**config.mk**
```make
export PLATFORM = sky130hd
export DESIGN_NAME = two_byte_sample_deframer_window_stats_unit
export DESIGN_NICKNAME = d
export VERILOG_FILES = /design/src/hdl/tbdws_pkg.sv /design/src/hdl/two_byte_sample_deframer_window_stats_unit.sv
export SDC_FILE = /design/constraint.sdc
export NUM_CORES = 2
export LEC_CHECK = 0
export ABC_AREA = 1
export BUFFER_PORTS_ARGS = -buffer_cell sky130_fd_sc_hd__buf_4
export CELL_PAD_IN_SITES_DETAIL_PLACEMENT = 0
export CELL_PAD_IN_SITES_GLOBAL_PLACEMENT = 1
export CORE_ASPECT_RATIO = 1.2
export CORE_MARGIN = 1
export CORE_UTILIZATION = 51
export CTS_CLUSTER_DIAMETER = 120
export DETAILED_ROUTE_END_ITERATION = 6
export HOLD_SLACK_MARGIN = 0.12
export PLACE_DENSITY = 0.87
export SLEW_MARGIN = 40
export SYNTH_ARGS = -nofsm -noshare
export SYNTH_HDL_FRONTEND = slang
export SYNTH_SLANG_ARGS = --single-unit
```
**constraint.sdc**
```tcl
create_clock -name clk -period 9.35 [get_ports clk]
set_input_delay 0.4675 -clock clk [delete_from_list [all_inputs] [get_ports clk]]
set_output_delay 0.4675 -clock clk [all_outputs]
set_load 0.005 [all_outputs]
```
**src/hdl/tbdws_pkg.sv**
```systemverilog
package tbdws_pkg;

  // Field widths
  localparam int CMD_W    = 2;
  localparam int BYTE_W   = 8;
  localparam int SAMPLE_W = 16;
  localparam int TICK_W   = 16;
  localparam int N_W      = 7;
  localparam int TOTAL_W  = 32;
  localparam int CFG_IDX_W  = 8;
  localparam int CFG_DATA_W = 16;

  // Output stream packing: sample, mean, std dev, samples used, total
  localparam int OUT_BITS = 3 * SAMPLE_W + N_W + TOTAL_W;
  localparam int OUT_W    = ((OUT_BITS + 7) / 8) * 8;

  // Statistics datapath widths (window of up to 127 samples)
  localparam int SUM_W     = 23;  // 127 * 65535
  localparam int SQ_W      = 39;  // 127 * 65535^2
  localparam int NUM_W     = 46;  // n * sum of squares
  localparam int DEN_W     = 14;  // n * (n - 1)
  localparam int ROOT_W    = NUM_W / 2;
  localparam int SQ_REM_W  = ROOT_W + 1;
  localparam int UNIT_W    = SQ_REM_W + 2;
  localparam int STEP_W    = 6;
  localparam int DIV_STEPS  = NUM_W;
  localparam int SQRT_STEPS = ROOT_W;

  // Reset values of the configuration registers
  localparam logic [TICK_W-1:0] TIMEOUT_RESET = 16'd100;
  localparam logic [N_W-1:0]    WINDOW_RESET  = 7'd16;

  localparam logic [TICK_W-1:0]   TICK_MAX = '1;
  localparam logic [SAMPLE_W-1:0] SD_MAX   = '1;

  // Input command codes
  typedef enum logic [CMD_W-1:0] {
    CMD_BYTE  = 2'd0,
    CMD_TICK  = 2'd1,
    CMD_CLEAR = 2'd2
  } cmd_t;

  // Register indexes
  localparam logic [CFG_IDX_W-1:0] REG_TIMEOUT = 8'd0;
  localparam logic [CFG_IDX_W-1:0] REG_WINDOW  = 8'd1;

endpackage

```
**src/hdl/two_byte_sample_deframer_window_stats_unit.sv**
```systemverilog
// Pairs received bytes (high byte first) into unsigned Q8.8 samples, keeps
// them in a history ring and, for each new sample, sends one transfer with
// the sample, the floor mean and the floor square root of the sample
// variance over the latest n = min(window_length, stored) samples, plus n
// and a wrapping sample count. Ticks, clears, unused commands and first
// bytes are taken while idle and give no transfer. A byte that completes
// a sample keeps s_tready low through the window read (one history
// read port), the mean division and a step to pick the path; for
// n >= 2 the variance numerator products, the variance division and
// the square root follow. The result then loads into the output
// register once it is free. The divisions and the square root share
// one compare-subtract unit. The finished result sits in an output
// register, so new input is taken while it waits on m_tready.
// History needs no clearing pass: only entries written since the last
// clear are ever read.
module two_byte_sample_deframer_window_stats_unit #(
  parameter int HISTORY_DEPTH = 64
) (
  input  logic                              clk,
  input  logic                              rst,
  // Configuration writes
  input  logic                              cfg_valid,
  output logic                              cfg_ready,
  input  logic [tbdws_pkg::CFG_IDX_W-1:0]   cfg_index,
  input  logic [tbdws_pkg::CFG_DATA_W-1:0]  cfg_data,
  // Input stream
  input  logic                              s_tvalid,
  output logic                              s_tready,
  input  logic [tbdws_pkg::BYTE_W-1:0]      s_tdata,   // [7:0] data_byte
  input  logic [tbdws_pkg::CMD_W-1:0]       s_tuser,   // [1:0] command
  // Output stream
  output logic                              m_tvalid,
  input  logic                              m_tready,
  // [15:0] sample_raw, [31:16] window_mean, [47:32] window_std_dev,
  // [54:48] samples_used, [86:55] total_samples, [87] zero
  output logic [tbdws_pkg::OUT_W-1:0]       m_tdata
);
  import tbdws_pkg::*;

  localparam int PTR_W = (HISTORY_DEPTH > 1) ? $clog2(HISTORY_DEPTH) : 1;
  localparam int CNT_W = $clog2(HISTORY_DEPTH + 1);
  localparam int CMP_W = (CNT_W > N_W) ? CNT_W : N_W;
  localparam logic [PTR_W-1:0] PTR_LAST  = PTR_W'(HISTORY_DEPTH - 1);
  localparam logic [CNT_W-1:0] CNT_FULL  = CNT_W'(HISTORY_DEPTH);

  typedef enum logic [3:0] {
    S_IDLE, S_ACC, S_DIVM, S_VSET, S_MULB, S_NUM, S_DIVV, S_SQSET, S_SQRT,
    S_DONE
  } state_t;

  state_t state;

  // Configuration
  logic [TICK_W-1:0] timeout_ms;
  logic [N_W-1:0]    window_length;

  // Deframer and ring state
  logic              byte_pending;
  logic [BYTE_W-1:0] first_byte;
  logic [TICK_W-1:0] ticks;
  logic [PTR_W-1:0]  write_pointer;
  logic [CNT_W-1:0]  stored_count;
  logic [TOTAL_W-1:0] sample_total;

  // History memory
  logic [SAMPLE_W-1:0] mem [HISTORY_DEPTH];
  logic [SAMPLE_W-1:0] mem_q;
  logic [PTR_W-1:0]    rd_ptr;
  logic                mem_we;
  logic [SAMPLE_W-1:0] sample_next;

  // Window accumulation
  logic [N_W-1:0]      n;
  logic [N_W-1:0]      issued;
  logic                rd_vld;
  logic                sq_vld;
  logic [SAMPLE_W-1:0] v_q;
  logic [2*SAMPLE_W-1:0] sq_q;
  logic [SUM_W-1:0]    win_sum;
  logic [SQ_W-1:0]     win_sq;

  // Division and square root
  logic [NUM_W-1:0]    prod_a;
  logic [NUM_W-1:0]    prod_b;
  logic [NUM_W-1:0]    div_num;
  logic [DEN_W-1:0]    div_den;
  logic [DEN_W-1:0]    div_rem;
  logic [NUM_W-1:0]    rad;
  logic [SQ_REM_W-1:0] sq_rem;
  logic [ROOT_W-1:0]   root;
  logic [STEP_W-1:0]   step;

  // Result fields
  logic [SAMPLE_W-1:0] sample_q;
  logic [SAMPLE_W-1:0] mean_q;

  // Shared compare-subtract unit
  logic [UNIT_W-1:0] unit_a;
  logic [UNIT_W-1:0] unit_b;
  logic [UNIT_W:0]   unit_diff;
  logic              unit_ge;

  // Accept-side decode
  logic             in_xfer;
  logic             pend_live;
  logic             completes;
  logic [PTR_W-1:0] wp_inc;
  logic [CNT_W-1:0] cnt_inc;
  logic [N_W-1:0]   wl_eff;
  logic [N_W-1:0]   n_next;
  logic             out_free;
  logic [SAMPLE_W-1:0] sd_sat;

  assign cfg_ready = 1'b1;
  assign s_tready  = (state == S_IDLE);
  assign in_xfer   = s_tvalid && s_tready;
  assign out_free  = !m_tvalid || m_tready;

  // Byte pairing with inter-byte timeout
  assign pend_live   = byte_pending && !(ticks > timeout_ms);
  assign completes   = in_xfer && (cmd_t'(s_tuser) == CMD_BYTE) && pend_live;
  assign sample_next = {first_byte, s_tdata};
  assign mem_we      = completes;

  assign wp_inc  = (write_pointer == PTR_LAST) ? '0 : write_pointer + 1'b1;
  assign cnt_inc = (stored_count == CNT_FULL) ? stored_count : stored_count + 1'b1;
  assign wl_eff  = (window_length == '0) ? N_W'(1) : window_length;
  assign n_next  = (CMP_W'(cnt_inc) < CMP_W'(wl_eff)) ? N_W'(cnt_inc) : wl_eff;

  assign sd_sat = (root > ROOT_W'(SD_MAX)) ? SD_MAX : root[SAMPLE_W-1:0];

  // Operand select for the shared unit
  always_comb begin
    case (state)
      S_DIVM, S_DIVV: begin
        unit_a = UNIT_W'({div_rem, div_num[NUM_W-1]});
        unit_b = UNIT_W'(div_den);
      end
      S_SQRT: begin
        unit_a = {sq_rem, rad[NUM_W-1 -: 2]};
        unit_b = UNIT_W'({root, 2'b01});
      end
      default: begin
        unit_a = '0;
        unit_b = '0;
      end
    endcase
  end

  assign unit_diff = {1'b0, unit_a} - {1'b0, unit_b};
  assign unit_ge   = !unit_diff[UNIT_W];

  // History memory: one write port, one registered read port
  always_ff @(posedge clk) begin
    if (mem_we) begin
      mem[write_pointer] <= sample_next;
    end
  end

  always_ff @(posedge clk) begin
    mem_q <= mem[rd_ptr];
  end

  // Sequencer, datapath and output register
  always_ff @(posedge clk) begin
    if (rst) begin
      state         <= S_IDLE;
      timeout_ms    <= TIMEOUT_RESET;
      window_length <= WINDOW_RESET;
      byte_pending  <= 1'b0;
      first_byte    <= '0;
      ticks         <= '0;
      write_pointer <= '0;
      stored_count  <= '0;
      sample_total  <= '0;
      rd_vld        <= 1'b0;
      sq_vld        <= 1'b0;
      m_tvalid      <= 1'b0;
    end else begin
      // configuration transfer
      if (cfg_valid && cfg_ready) begin
        if (cfg_index == REG_TIMEOUT) begin
          timeout_ms <= cfg_data;
        end else if (cfg_index == REG_WINDOW) begin
          window_length <= cfg_data[N_W-1:0];
        end
      end

      // S_DONE reloads the output register in the same cycle
      if (m_tvalid && m_tready && (state != S_DONE)) begin
        m_tvalid <= 1'b0;
      end

      // window read pipeline: memory read, then square
      rd_vld <= (state == S_ACC) && (issued < n);
      sq_vld <= rd_vld;
      v_q    <= mem_q;
      sq_q   <= (2*SAMPLE_W)'(mem_q) * (2*SAMPLE_W)'(mem_q);
      if (sq_vld) begin
        win_sum <= win_sum + SUM_W'(v_q);
        win_sq  <= win_sq + SQ_W'(sq_q);
      end

      case (state)
        S_IDLE: begin
          if (in_xfer) begin
            case (cmd_t'(s_tuser))
              CMD_TICK: begin
                if (ticks != TICK_MAX) begin
                  ticks <= ticks + 1'b1;
                end
              end
              CMD_CLEAR: begin
                write_pointer <= '0;
                stored_count  <= '0;
                byte_pending  <= 1'b0;
              end
              CMD_BYTE: begin
                ticks <= '0;
                if (!pend_live) begin
                  first_byte   <= s_tdata;
                  byte_pending <= 1'b1;
                end else begin
                  byte_pending  <= 1'b0;
                  sample_q      <= sample_next;
                  rd_ptr        <= write_pointer;
                  write_pointer <= wp_inc;
                  stored_count  <= cnt_inc;
                  sample_total  <= sample_total + 1'b1;
                  n             <= n_next;
                  issued        <= '0;
                  win_sum       <= '0;
                  win_sq        <= '0;
                  state         <= S_ACC;
                end
              end
              default: ;
            endcase
          end
        end

        // newest to oldest, one entry a cycle
        S_ACC: begin
          if (issued < n) begin
            issued <= issued + 1'b1;
            rd_ptr <= (rd_ptr == '0) ? PTR_LAST : rd_ptr - 1'b1;
          end else if (!rd_vld && !sq_vld) begin
            div_num <= NUM_W'(win_sum);
            div_den <= DEN_W'(n);
            div_rem <= '0;
            step    <= STEP_W'(DIV_STEPS - 1);
            state   <= S_DIVM;
          end
        end

        // restoring division, one quotient bit a cycle
        S_DIVM, S_DIVV: begin
          div_num <= {div_num[NUM_W-2:0], unit_ge};
          div_rem <= unit_ge ? unit_diff[DEN_W-1:0] : unit_a[DEN_W-1:0];
          step    <= step - 1'b1;
          if (step == '0) begin
            state <= (state == S_DIVM) ? S_VSET : S_SQSET;
          end
        end

        S_VSET: begin
          mean_q <= div_num[SAMPLE_W-1:0];
          if (n < N_W'(2)) begin
            root  <= '0;
            state <= S_DONE;
          end else begin
            prod_a <= NUM_W'(n) * NUM_W'(win_sq);
            state  <= S_MULB;
          end
        end

        S_MULB: begin
          prod_b <= NUM_W'(win_sum) * NUM_W'(win_sum);
          state  <= S_NUM;
        end

        S_NUM: begin
          div_num <= prod_a - prod_b;
          div_den <= DEN_W'(n) * (DEN_W'(n) - DEN_W'(1));
          div_rem <= '0;
          step    <= STEP_W'(DIV_STEPS - 1);
          state   <= S_DIVV;
        end

        S_SQSET: begin
          rad    <= div_num;
          sq_rem <= '0;
          root   <= '0;
          step   <= STEP_W'(SQRT_STEPS - 1);
          state  <= S_SQRT;
        end

        // digit-by-digit square root, one root bit a cycle
        S_SQRT: begin
          rad    <= {rad[NUM_W-3:0], 2'b00};
          sq_rem <= unit_ge ? unit_diff[SQ_REM_W-1:0] : unit_a[SQ_REM_W-1:0];
          root   <= {root[ROOT_W-2:0], unit_ge};
          step   <= step - 1'b1;
          if (step == '0) begin
            state <= S_DONE;
          end
        end

        S_DONE: begin
          if (out_free) begin
            m_tvalid <= 1'b1;
            m_tdata  <= OUT_W'({sample_total, n, sd_sat, mean_q, sample_q});
            state    <= S_IDLE;
          end
        end

        default: state <= S_IDLE;
      endcase
    end
  end

  // Checks
  a_count_bound: assert property (@(posedge clk) disable iff (rst)
    stored_count <= CNT_FULL)
    else $error("stored sample count above history depth");

  a_window_bound: assert property (@(posedge clk) disable iff (rst)
    (state != S_IDLE) |-> (n != '0) && (CMP_W'(n) <= CMP_W'(stored_count)))
    else $error("window size outside stored samples");

  a_issue_bound: assert property (@(posedge clk) disable iff (rst)
    (state == S_ACC) |-> (issued <= n))
    else $error("more window reads issued than samples used");

  a_rem_bound: assert property (@(posedge clk) disable iff (rst)
    (state == S_DIVM || state == S_DIVV) |-> (div_rem < div_den))
    else $error("divider remainder not below divisor");

  a_result_out: assert property (@(posedge clk) disable iff (rst)
    (state == S_DONE && out_free) |=> m_tvalid && (state == S_IDLE))
    else $error("finished result not presented");

endmodule

```
; Word level (Yosys, flattened, before mapping)
; Memory sizes are Yosys's and may differ from the RTL's. A register that Yosys moved wholly into a read port is not among the register bits.
; Index checks and enable logic that the tools add are counted.
[op_classes]
multipliers = 4
shifts = 0
order_cmp = 5
add_sub_neg = 12
reduce_logical = 49
bitwise = 4
n_div = 0
muxes = 69
n_eq_ne = 28
[ops]
columns = cell, n
row1 = 39-bit 2-to-1 mux, 5
row2 = 23-bit 2-to-1 mux, 6
row3 = 46-bit case mux with 3 select lines, 1
row4 = 46-bit 2-to-1 mux, 2
row5 = 46-bit case mux with 2 select lines, 1
row6 = 14-bit 2-to-1 mux, 5
row7 = 23-bit case mux with 3 select lines, 1
row8 = 7-bit 2-to-1 mux, 8
row9 = 6-bit 2-to-1 mux, 9
row10 = 26-bit case mux with 2 select lines, 1
row11 = 25-bit case mux with 2 select lines, 1
row12 = 24-bit case mux with 2 select lines, 1
row13 = 23-bit by 23-bit multiplier with 46-bit output, 1
row14 = 7-bit by 39-bit multiplier with 46-bit output, 1
row15 = 46-bit subtractor, 1
row16 = 14-bit case mux with 3 select lines, 1
row17 = 39-bit by 32-bit adder with 39-bit output, 1
row18 = 4-bit 2-to-1 mux, 9
row19 = 4-bit case mux with 9 select lines, 1
row20 = 32-bit by 1-bit adder with 32-bit output (second input constant), 1
row21 = 16-bit by 16-bit multiplier with 32-bit output, 1
row22 = 16-bit case mux with 2 select lines, 1
row23 = 14-bit case mux with 2 select lines, 1
row24 = 7-bit case mux with 2 select lines, 2
row25 = other kinds (52), 109
[totals]
inputBits = 39
mem_bits_ro = 0
ram_bits = 1024
n_memories = 1
ff_bits = 614
out_inout_bits = 91
elab_cells = 204
latchBits = 0
[mem_list]
columns = memory, depth, width, rd, rd_ports_with_merged_regs, wr, line
row1 = mem, 64, 16, 1, 1, 1, two_byte_sample_deframer_window_stats_unit.sv:66  ; logic [SAMPLE_W-1:0] mem [HISTORY_DEPTH];

; Depth between registers and ports, before layout
[depth]
depth_word = 7
depth_mapped = 30
mapped_depth_nobuf = 28

; Least setup slack after synthesis
; Ideal clock, no wire load.
[synth_path]
kind = reg2reg
startpoint = register state[0]
endpoint = register m_tdata[0] (netlist name) (enable)
synth_period_minus_slack_ns = 7.263
path_slack_ns = 2.087
path_stages_with_launch = 5
setup_time_ns = 0.639
path_buffers = 0
t_arrival_ns = 6.624
t_required_ns = 8.711
cell_sequence = dfxtp_1 -> inv_1 -> nor2_1 -> nand3_1 -> nor3_1
[synth_between]
elab_chain_cells = 2
[synth_lines]
columns = item, line
row1 = "start, declared", two_byte_sample_deframer_window_stats_unit.sv:51  ; state_t state;
row2 = "start signal, assigned", two_byte_sample_deframer_window_stats_unit.sv:262  ; state <= (state == S_DIVM) ? S_VSET : S_SQSET;
row3 = 4-bit == test, two_byte_sample_deframer_window_stats_unit.sv:204  ; case (state)
row4 = 3-bit AND reduction (no line), n/a
row5 = "end signal, assigned", two_byte_sample_deframer_window_stats_unit.sv:312  ; m_tdata <= OUT_W'({sample_total, n, sd_sat, mean_q, sample_q});
row6 = "end, declared", two_byte_sample_deframer_window_stats_unit.sv:36  ; output logic [tbdws_pkg::OUT_W-1:0] m_tdata
; Every way passes these cells.
; A chain may end at the register's enable or synchronous reset.

; Worst setup path in the final report
[layout_path]
startpoint = register win_sum[10]
endpoint = register prod_b[40], data pin
[layout_between]
elab_chain_cells = 1
[layout_lines]
columns = item, line
row1 = "start, declared", two_byte_sample_deframer_window_stats_unit.sv:79  ; logic [SUM_W-1:0] win_sum;
row2 = "start signal, assigned", two_byte_sample_deframer_window_stats_unit.sv:200  ; win_sum <= win_sum + SUM_W'(v_q);
row3 = 23-bit by 23-bit multiplier with 46-bit output, two_byte_sample_deframer_window_stats_unit.sv:278  ; prod_b <= NUM_W'(win_sum) * NUM_W'(win_sum);
row4 = "end signal, assigned", two_byte_sample_deframer_window_stats_unit.sv:278
row5 = "end, declared", two_byte_sample_deframer_window_stats_unit.sv:84  ; logic [NUM_W-1:0] prod_b;
; Every way passes these cells.

==> flow_summary.ini <==
[route]
viasPerCell = 5.58
drc = 0
drt_wl_total_um = 294000
dr.first_iter.drc_count = 6638
ant_nets = 0
wl_per_cell_um = 20.8
drtPass1Iterations = 6
vias = 78800

[placement]
gp_congestion = 0.959
placed_area_mm2 = 0.111
hpwl_um = 208000
port_buffers = 127

[clock_tree]
clk_pin_slew_ps = 60
clock-root-buffer = clkbuf_16
tritoncts = yes
post_cts_resized = 0
clock_latency_ps = 850
clock_sinks = 1651
clock_path_buffers = 3
numCtsBuffers = 171
cts_max_level = 4

[floorplanning]
io_pins = 130
die_h_um = 505
floorplan.rows = 184
die_width_um = 421
die_area_mm2 = 0.212
start_util_pct = 51.3
core_area_mm2 = 0.209

[worst_setup_path]
r2r_cells = 20
reg2reg_slack_ps = 2190
endpoint = prod_b[40]
cp-start-kind = flip-flop
r2r_end = prod_b[40]
end_kind = flip-flop
crit_fanout = 17
critPathArrivalTime_ps = 7720
rr_startpoint = win_sum[10]
crit_path_start = win_sum[10]
required_ps = 9900
crit_type = reg2reg

[logic_synthesis]
synth_top_flop_cell = edfxtp_1
yosys_warnings = 0
syn_inst = 11200
ys_seq_area_share_pct = 45.1
synth_edf_count = 1535
syn-num-nets = 12500
synth_area_per_cell_um2 = 9.61
syn_area_mm2 = 0.107
ys_ff_latch = 1651
ys_types = 64
synthArstFlopShare_pct = 0

[sta]
fin_crit_sh_pct = 76.6
setup_viol = 0
tns_ps = 0
finalHoldViolations = 0
skew_ps = 74.5
rsz0062_at_grt = no
slew_headroom_pct = 40.9
slew_violations = 0
fmax_mhz = 140
worstMarginPinSlew_ps = 887
min_period_ps = 7160

[global_routing]
antenna_found_initial = 2
grt_pass1_vias = 80500
grt_overflow_total = 0
grt_max_degree = 181
grt_pass1_wl_um = 454000
track_usage_pct = 27.5

[finish]
finalInstanceArea_mm2 = 0.117
nNetsFinal = 12500
layout-drive-gt1-share_pct = 5.79
area_growth_pct = 9.37

[outcome]
status = complete, no violations

[worst_hold_path]
holdPathStages = 5
hp-class = in2reg

[flow_run]
maxCapViolCount = 0
-- stage by stage --
step | setup WS [ps] | util [%] | hold WS [ps] | instances
final | 2190 | 56.1 | 258 | 14100
after global routing | 1920 | 56.1 | 232 | 14100
after CTS | 2220 | 56.1 | 196 | 14100
after detailed placement | 2240 | 53.2 | 405 | 13800
after global placement | 2110 | 53.1 | 405 | 13800
after floorplan | 2090 | - | 400 | 11200
-- cells in the mapped netlist, drive strengths merged (9+ instances only) --
cell,instances,area (um2)
a21boi,14,109
a21o,35,263
a21oi,447,2240
a22o,10,87.6
a31oi,29,181
buf,135,708
clkbuf,325,1240
dfxtp,116,2320
edfxtp,1535,46100
fa,767,15400
ha,533,6670
inv,1806,6780
nand2,1903,7160
nand3,360,1860
nand4,61,433
nor2,1369,5210
nor3,77,405
nor4,34,225
o211ai,289,2170
o21a,18,135
o21ai,858,4310
o21bai,40,300
o221ai,9,78.8
o22ai,129,807
or2,18,113
xnor2,73,639
xor2,130,1140
-- area by class of cell --
cell class / count / area, um2
Fill cell: 18100 / 91800
Multi-Input combinational cell: 7249 / 50400
Sequential cell: 1651 / 48400
Inverter: 1811 / 6830
Clock buffer: 218 / 4610
Tap cell: 2790 / 3490
Timing Repair Buffer: 300 / 2540
Clock inverter: 98 / 1130
Antenna cell: 2 / 5.00
-- state kept, by name, indices dropped and copies added (netlist names), 30 cells and up --
name          cells
rad              46
sample_total     32
win_sq           39
sq_q             30
div_num          46
prod_b           45
prod_a           46
m_tdata          87
mem            1024
-- kinds of logic after synthesis --
group | Yosys count | share of synthesized area [%]
and+or+nand+nor | 3844 | 14.5
buffers and inverters | 2271 | 8.14
AOI/OAI and AO/OA | 1900 | 10.1
DFF | 1651 | 45.1
adders and majority gates | 1300 | 20.5
xor gates and xnor gates | 203 | 1.66
other | 2 | 0.00699
-- cells in the final DEF (no fill, tap or decap), types with 30 or more instances in the layout --
master	count
xor2_1	130
o21ai_0	831
a21o_1	35
xnor2_1	73
fa_1	767
clkbuf_16	174
ha_1	533
nand2_1	1895
dfxtp_1	103
nand3_1	352
o22ai_1	129
clkbuf_1	35
buf_4	250
nor4_1	30
edfxtp_1	1535
nand4_1	57
o211ai_1	289
inv_1	1791
nor3_1	70
o21bai_1	40
a21oi_1	446
nor2_1	1335
-- worst min-delay path by stage --
stage / from / to
final: s_tvalid / ticks[1]
after global routing: s_tdata[0] / mem[62][0]
after CTS: s_tvalid / ticks[1]
after detailed placement: sample_q[12] / m_tdata[12]
after global placement: sample_q[14] / m_tdata[14]
after floorplan: sample_q[0] / m_tdata[0]
-- what timing repair did --
item | 4_1_cts | 5_1_grt
setup buffers | 0 | 0
hold endpoints to repair | 52 | 0
hold buffers | 24 | 0
-- per-layer routing --
metal  routed length, um  track usage, %  vias to the layer above
li1                    -               -                    36800
met1              112000            33.0                    38800
met2              151000            48.8                     2630
met3               16200            3.44                      614
met4               15000            13.3                        0
met5                   0               0                        -
-- critical path: stages, from the launching register on --
cell	delay, ps
edfxtp_1	630
buf_4	380
inv_1	280
fa_1	560
fa_1	540
inv_1	60
fa_1	430
fa_1	490
inv_1	50
fa_1	550
fa_1	440
fa_1	500
inv_1	40
ha_1	430
nand2_1	160
nor2_1	270
nand2_1	110
nor4_1	560
nand3_1	190
nand3_1	150
xor2_1	70
Power is not shown: default switching activity piles up to over one toggle a cycle in this logic, so the estimate is an artifact.
